## src/rtl/prm_pkg.sv

```systemverilog
// ============================================================================
// prm_pkg
// Shared types and constants for the pedigree relationship matrix block.
// ============================================================================
package prm_pkg;

   localparam int DEF_MAX_ANIMALS = 256;

   localparam int VALUE_W  = 32;
   localparam int NUMBER_W = 9;
   localparam int ROWCOL_W = 8;
   localparam int INDEX_W  = 8;

   localparam logic [VALUE_W-1:0] ONE_Q30 = 32'h4000_0000;

   localparam logic ACTION_ADD  = 1'b0;
   localparam logic ACTION_READ = 1'b1;

   typedef enum logic [2:0] {
      ST_IDLE,
      ST_DECODE,
      ST_LOOP,
      ST_DIAG,
      ST_FINISH
   } prm_state_type;

   typedef struct packed {
      logic load;
      logic rd_issue;
      logic loop_read;
      logic diag_read;
      logic finish;
   } prm_cmd_type;

   typedef struct packed {
      logic mode_read;
      logic read_err;
      logic add_err;
      logic add_first;
      logic loop_last;
      logic out_free;
   } prm_status_type;

endpackage

```

## src/rtl/prm_ctrl.sv

```systemverilog
// ============================================================================
// prm_ctrl
// Sequencer: decodes a beat, walks the row of a new animal, finishes result.
// ============================================================================
module prm_ctrl (
   input  logic                    clock,
   input  logic                    reset,
   input  logic                    req_valid,
   output logic                    req_stall,
   input  prm_pkg::prm_status_type status,
   output prm_pkg::prm_cmd_type    cmd
);
   import prm_pkg::*;

   prm_state_type state_ff;
   prm_state_type state_in;

   always_ff @(posedge clock) begin
      if (reset) begin
         state_ff <= ST_IDLE;
      end else begin
         state_ff <= state_in;
      end
   end

   always_comb begin
      state_in  = state_ff;
      cmd       = '0;
      req_stall = 1'b1;
      unique case (state_ff)
         ST_IDLE: begin
            req_stall = 1'b0;
            if (req_valid) begin
               cmd.load = 1'b1;
               state_in = ST_DECODE;
            end
         end
         ST_DECODE: begin
            if (status.mode_read) begin
               cmd.rd_issue = !status.read_err;
               state_in     = ST_FINISH;
            end else if (status.add_err || status.add_first) begin
               state_in = ST_FINISH;
            end else begin
               state_in = ST_LOOP;
            end
         end
         ST_LOOP: begin
            cmd.loop_read = 1'b1;
            if (status.loop_last) begin
               state_in = ST_DIAG;
            end
         end
         ST_DIAG: begin
            cmd.diag_read = 1'b1;
            state_in      = ST_FINISH;
         end
         ST_FINISH: begin
            if (status.out_free) begin
               cmd.finish = 1'b1;
               state_in   = ST_IDLE;
            end
         end
         default: begin
            state_in = ST_IDLE;
         end
      endcase
   end

endmodule

```

## config.mk

```make
export PLATFORM = sky130hd
export DESIGN_NAME = prm_ctrl
export DESIGN_NICKNAME = d
export VERILOG_FILES = /design/src/rtl/prm_pkg.sv /design/src/rtl/prm_ctrl.sv
export SDC_FILE = /design/constraint.sdc
export NUM_CORES = 1
export LEC_CHECK = 0
export BUFFER_PORTS_ARGS = -buffer_cell sky130_fd_sc_hd__buf_2
export CORE_AREA = 2 2 39 41
export CTS_CLUSTER_SIZE = 40
export DETAILED_ROUTE_END_ITERATION = 10
export DIE_AREA = 0 0 41 43
export HOLD_SLACK_MARGIN = 0.15
export SYNTH_ARGS = -nofsm -noshare
export SYNTH_HDL_FRONTEND = slang
export SYNTH_SLANG_ARGS = --single-unit
export TNS_END_PERCENT = 20
```

## constraint.sdc

```tcl
create_clock -name clock -period 1.1 [get_ports clock]
set_input_delay 0.22 -clock clock [delete_from_list [all_inputs] [get_ports clock]]
set_output_delay 0.22 -clock clock [all_outputs]
set_load 0.02 [all_outputs]
```

==> results.py, run 1 <==
metrics = {
    "route": {
        "drt-wirelength-per-cell_um": 9.66,
        "dr.pass1.iters": 2,
        "routed_via_density": 4.12,
        "vias": 243,
        "routed_wl_um": 570,
        "ant_nets": 0,
        "drcViolationCount": 0,
        "drt_iter0_drc": 1,
    },
    "worst_setup_path": {
        "required_ns": 0.88,
        "cp-end-kind": "output pin",
        "cp.arrival_ns": 1.16,
        "start_kind": "flop",
        "worstPathMaxFanout": 3,
        "regToRegStartpoint": "state_ff[1]",
        "reg2reg_to": "state_ff[2]",
        "rrSetupSlack_ns": -0.03,
        "r2r_cells": 3,
        "criticalPathCategory": "reg2out",
    },
    "power_and_ir_drop": {
        "p_total_uw": 421,
        "powerDensity_nw_per_um2": 1030,
        "cellLeakagePower_nw": 0.188,
        "vdd_drop_max_uv": 228,
    },
    "layout": {
        "top_regs": "state_ff: 3 flops",
        "fin_area_sq_um": 408,
        "drive_gt1_frac": 0.814,
        "regMostFlops": "state_ff",
        "multi_input_area_sq_um": 166,
        "area_growth_pct": 106,
        "final_util": 0.295,
        "final_nets": 53,
        "fillers": 154,
        "antenna_cells": 0,
        "seqCellArea_sq_um": 63.8,
        "largest_reg_flops": 3,
    },
    "cts": {
        "worstSkewPairLatency_ns": 0.23,
        "cts_setup_buffers": 0,
        "cts_buffer_depth": 2,
        "path_clk_slew_ns": 0.04,
        "cts_tree": "built",
        "cts.sinks": 3,
        "numCtsBuffers": 3,
        "root_buffer": "clkbuf_4",
        "htree_levels": 1,
    },
    "grt": {
        "grt_pass1_wl_um": 793,
        "grt_max_degree": 7,
        "track_usage": 0.0741,
        "grt_remaining_overflow": 0,
        "grt_pass1_vias": 228,
        "antenna_found_initial": 0,
    },
    "timing": {
        "slew_violations": 0,
        "setup_violations": 7,
        "tightest_slew_ns": 0.269,
        "hold_viol_final": 0,
        "finalWorstSetupSlack_ns": -0.276,
        "maxSlewHeadroom": 0.818,
        "max_freq_mhz": 727,
        "min_period_over_period": 1.25,
        "skew_ns": 0.000454,
        "rsz0062_at_grt": "true",
        "min_period_ns": 1.38,
    },
    "floorplanning": {
        "io_pins": 15,
        "num_rows": 14,
        "dieArea_sq_um": 1760,
        "die_h_um": 43,
        "start_util": 0.143,
        "coreArea_sq_um": 1380,
        "die_w_um": 41,
    },
    "yosys": {
        "synth_top_area_share": 0.304,
        "synth-edff-count": 0,
        "async_flop_share": 0,
        "yosysTopAreaCell": "dfxtp_1",
        "synth_top_flop_cell": "dfxtp_1",
        "synthesis.area_sq_um": 198,
        "ys_ff_latch": 3,
        "synth.area.top_cells": "dfxtp_1 30%, o32ai_2 8.2%, nor2_1 7.6%, nor4_2 6.3%, and4b_2 5.7%",
        "ys_seq_area_frac": 0.304,
        "syn_inst": 21,
        "synth_most_common_cell": "nor2_1",
        "synth_warnings": 0,
        "ys_types": 15,
        "synth.avg_cell_area_sq_um": 9.41,
        "synthTopCellsByCount": "4 x nor2_1, 3 x dfxtp_1, 2 x inv_1",
        "syn_nets": 30,
    },
    "place": {
        "gp_congestion": 0.651,
        "place_area_sq_um": 340,
        "dp_slack_ns": -0.0949,
        "port_buffers": 14,
    },
    "worst_hold_path": {
        "holdPathEnd": "state_ff[2]",
        "worst_hold_startpoint": "status[0]",
        "worst_hold_path_type": "in2reg",
        "hold_path_depth": 2,
    },
    "run": {
        "drv_cap": 0,
    },
    "outcome": {
        "outcome": "finished, violations left",
        "violations": "negative setup slack",
    },
}
[what timing repair did]
action,in CTS,in global routing
hold buffers,0,0
endpoints found under the setup margin,8,8
pin swaps,2,0
resized for setup,12,1
[how the worst max path moves through the flow]
stage,startpoint,endpoint,depth (start not counted)
finish,state_ff[1],cmd[0],3
global route,state_ff[2],cmd[0],3
CTS,state_ff[2],cmd[0],3
detailed placement,state_ff[2],cmd[0],3
global placement,state_ff[2],cmd[0],3
floorplan,state_ff[1],cmd[2],1
[critical path, stage by stage, from the launching register on]
cell	delay, ns
dfxtp_2	0.32
or3b_4	0.41
nor2_4	0.09
buf_6	0.12
[cells by family (layout without fill, tap and decap cells)]
logic type             count (synthesis)  count (layout)  synth area share
AND/OR/NAND/NOR                       13              13             0.481
multiplexers                           1               1            0.0506
buffers and inverters                  2              24            0.0380
flip-flops                             3               3             0.304
AO/OA/AOI/OAI                          2               2             0.127
[final cells by class]
type	count	share of cell area
Multi-Input combinational cell	16	0.408
Timing Repair Buffer	18	0.304
Sequential cell	3	0.156
Clock buffer	4	0.0644
Tap cell	16	0.0491
Inverter	2	0.0184
[power breakdown]
part           switching (mW)  internal (mW)  leakage, nW
logic                  0.0542         0.0566        0.147
registers             0.00445          0.116       0.0258
clock network          0.0537          0.136       0.0150
total                   0.112          0.308        0.188
[layer usage]
metal  routed length (um)  global-route usage  vias up
met2                  343               0.119        8
met4                    0               0.100        0
li1                     -                   -      123
met5                    0                   0        -
met3                   51              0.0314        0
met1                  176              0.0479      112
[layout by cell type, fill, tap and decap left out]
| master | n |
|---|---|
| or3_4 | 1 |
| a31o_2 | 1 |
| clkbuf_1 | 1 |
| nor3b_2 | 1 |
| o32ai_2 | 1 |
| and4b_2 | 1 |
| inv_1 | 2 |
| or3b_4 | 1 |
| mux2i_1 | 1 |
| nor2_1 | 2 |
| and3b_2 | 1 |
| buf_6 | 3 |
| or3b_2 | 1 |
| buf_2 | 9 |
| nor4_4 | 1 |
| nor4b_1 | 1 |
| dfxtp_2 | 3 |
| nor2_4 | 2 |
| nor4_1 | 1 |
| buf_4 | 6 |
| clkbuf_4 | 3 |
[per-stage QoR]
stage          hold slack [ns]  setup TNS [ns]  std cells
2_1_floorplan            0.297          -0.255         21
3_5_place_dp             0.461          -0.245         55
6_report                 0.215           -1.36         59
3_3_place_gp             0.460          -0.232         55
4_1_cts                  0.206           -1.47         59
5_1_grt                  0.213           -1.64         59
No activity file was read; power rests on OpenSTA's default activity.
==> run 2: changes to the inputs <==
--- a/config.mk
+++ b/config.mk
@@ -6,11 +6,14 @@
 export NUM_CORES = 1
 export LEC_CHECK = 0
 export BUFFER_PORTS_ARGS = -buffer_cell sky130_fd_sc_hd__buf_2
+export CELL_PAD_IN_SITES_DETAIL_PLACEMENT = 1
+export CELL_PAD_IN_SITES_GLOBAL_PLACEMENT = 1
 export CORE_AREA = 2 2 39 41
 export CTS_CLUSTER_SIZE = 40
 export DETAILED_ROUTE_END_ITERATION = 10
 export DIE_AREA = 0 0 41 43
 export HOLD_SLACK_MARGIN = 0.15
+export PLACE_DENSITY_LB_ADDON = 0.1
 export SYNTH_ARGS = -nofsm -noshare
 export SYNTH_HDL_FRONTEND = slang
 export SYNTH_SLANG_ARGS = --single-unit
==> run 2 against run 1 <==
  * The flow still finishes with violations (negative setup slack)
  * Largest power group unchanged
  * Final area up 8.0%
  * Sequential power about the same
  * Hold slack worse by 0.0044 ns
  * Flip-flop and latch count unchanged
  * Critical path depth unchanged
  * Die area unchanged
  * Highest routed layer unchanged
  * Non-clock buffer count up 4
  * Total power up 3.1%
  * Critical endpoint unchanged
  * Clock-buffer cell count unchanged
  * Setup slack worse by 0.014 ns
==> results.py, run 2 (synthesis gave the netlist of run 1 again) <==
metrics = {
    "timing": {
        "hold_viol_final": 0,
        "tightest_slew_ns": 0.274,
        "finalWorstSetupSlack_ns": -0.290,
        "maxSlewHeadroom": 0.816,
        "slew_violations": 0,
        "setup_violations": 7,
        "max_freq_mhz": 719,
        "min_period_ns": 1.39,
        "skew_ns": 0.00123,
        "min_period_over_period": 1.26,
        "rsz0062_at_grt": "true",
    },
    "worst_setup_path": {
        "worstPathMaxFanout": 4,
        "required_ns": 0.88,
        "cp.arrival_ns": 1.17,
        "start_kind": "flop",
        "crit_start": "state_ff[0]",
        "r2r_cells": 4,
        "criticalPathCategory": "reg2out",
        "regToRegStartpoint": "state_ff[0]",
        "cp-end-kind": "output pin",
    },
    "worst_hold_path": {
        "hold_path_depth": 2,
        "worst_hold_path_type": "in2reg",
        "worst_hold_startpoint": "status[0]",
    },
    "power_and_ir_drop": {
        "p_int_uw": 317,
        "pwr-share-clk": 0.438,
        "power_frac_comb": 0.281,
        "power_switching_uw": 116,
        "cellLeakagePower_nw": 0.208,
        "p_total_uw": 434,
        "swShare": 0.268,
        "power_frac_seq": 0.281,
        "powerDensity_nw_per_um2": 984,
        "vdd_drop_max_uv": 360,
    },
    "cts": {
        "worstSkewPairLatency_ns": 0.23,
        "numCtsBuffers": 3,
        "cts.sinks": 3,
        "cts_tree": "built",
        "cts_buffer_depth": 2,
        "htree_levels": 1,
        "hold_buffers": 0,
        "root_buffer": "clkbuf_4",
        "path_clk_slew_ns": 0.04,
    },
    "outcome": {
        "violations": "negative setup slack",
        "outcome": "finished, violations left",
    },
    "route": {
        "dr.pass1.iters": 3,
        "drt-wirelength-per-cell_um": 10.8,
        "vias": 268,
        "routed_via_density": 4.25,
        "drcViolationCount": 0,
        "drt_iter0_drc": 4,
        "ant_nets": 0,
        "routed_wl_um": 683,
    },
    "layout": {
        "antenna_cells": 0,
        "largest_reg_flops": 3,
        "final_common_cell": "buf_4",
        "regMostFlops": "state_ff",
        "mostFrequentLayoutCells": "10 x buf_4, 9 x buf_2, 3 x clkbuf_4, 3 x buf_6, 3 x dfxtp_2",
        "final_nets": 57,
        "area_growth_pct": 123,
        "fin_cells": 63,
        "drive_gt1_frac": 0.851,
        "top_regs": "state_ff: 3 flops",
    },
    "floorplanning": {
        "coreArea_sq_um": 1380,
        "dieArea_sq_um": 1760,
        "start_util": 0.143,
        "die_h_um": 43,
        "die_w_um": 41,
        "num_rows": 14,
        "io_pins": 15,
    },
    "grt": {
        "grt_max_degree": 7,
        "track_usage": 0.0992,
        "grt_pass1_wl_mm": 1.13,
        "antenna_found_initial": 0,
        "grt_remaining_overflow": 0,
        "grt_pass1_vias": 303,
    },
    "place": {
        "gp_congestion": 0.701,
        "port_buffers": 14,
        "dp_hpwl_um": 545,
        "dp_cells": 58,
    },
    "run": {
        "drv_cap": 0,
    },
}
-- run 2: cell count changes in the layout (fill, tap and decap cells not counted), sizes merged --
cell	delta
buf	+4
-- run 2: through the flow --
step / TNS (ns) / hold WS [ns] / cell area (sq um) / utilization / setup WS [ns]
6_report: -1.54 / 0.211 / 440 / 0.318 / -0.290
5_1_grt: -1.91 / 0.219 / 440 / 0.318 / -0.344
4_1_cts: -1.57 / 0.199 / 430 / 0.311 / -0.307
3_5_place_dp: -0.521 / 0.456 / 363 / 0.262 / -0.109
3_3_place_gp: -0.364 / 0.455 / 363 / 0.262 / -0.0965
2_1_floorplan: -0.255 / 0.297 / 220 / - / -0.0984
-- run 2: layout make-up --
type / count / area, sq um
multi-input combinational: 16 / 169
sequential: 3 / 63.8
fill: 169 / 943
clock buffer: 4 / 26.3
tap: 16 / 20.0
timing repair buffer: 22 / 154
inverter: 2 / 7.51
-- run 2: critical path, stage by stage (launching register included) --
cell     delay (ns)
dfxtp_2        0.33
or3b_4         0.41
nor2_4         0.09
buf_6          0.11
-- run 2: power groups by stage --
stage	clock [mW]	sequential, mW	combinational (mW)
floorplan	0	0.124	0.0510
CTS	0.204	0.122	0.120
global route	0.212	0.123	0.133
global placement	0	0.122	0.106
detailed placement	0	0.122	0.106
finish	0.190	0.122	0.122
-- run 2: path summary, 6_finish.rpt --
path                                    end  slack (ns)
worst max-delay path                 cmd[0]       -0.29
worst min-delay path            state_ff[2]        0.21
worst max register to register  state_ff[2]       -0.17
worst min register to register  state_ff[2]        0.56
-- run 2: metal layers --
| metal | GRT usage | share of wire | vias up |
|---|---|---|---|
| li1 | - | - | 132 |
| met1 | 0.0799 | 0.37 | 126 |
| met2 | 0.184 | 0.55 | 10 |
| met3 | 0.0157 | 0.075 | 0 |
| met4 | 0.0800 | 0 | 0 |
| met5 | 0 | 0 | - |
-- run 2: what timing repair did --
| action | in CTS | in global routing |
|---|---|---|
| setup buffers | 0 | 1 |
| resized for setup | 13 | 1 |
| pin swaps | 3 | 1 |
| endpoints found under the setup margin | 8 | 8 |
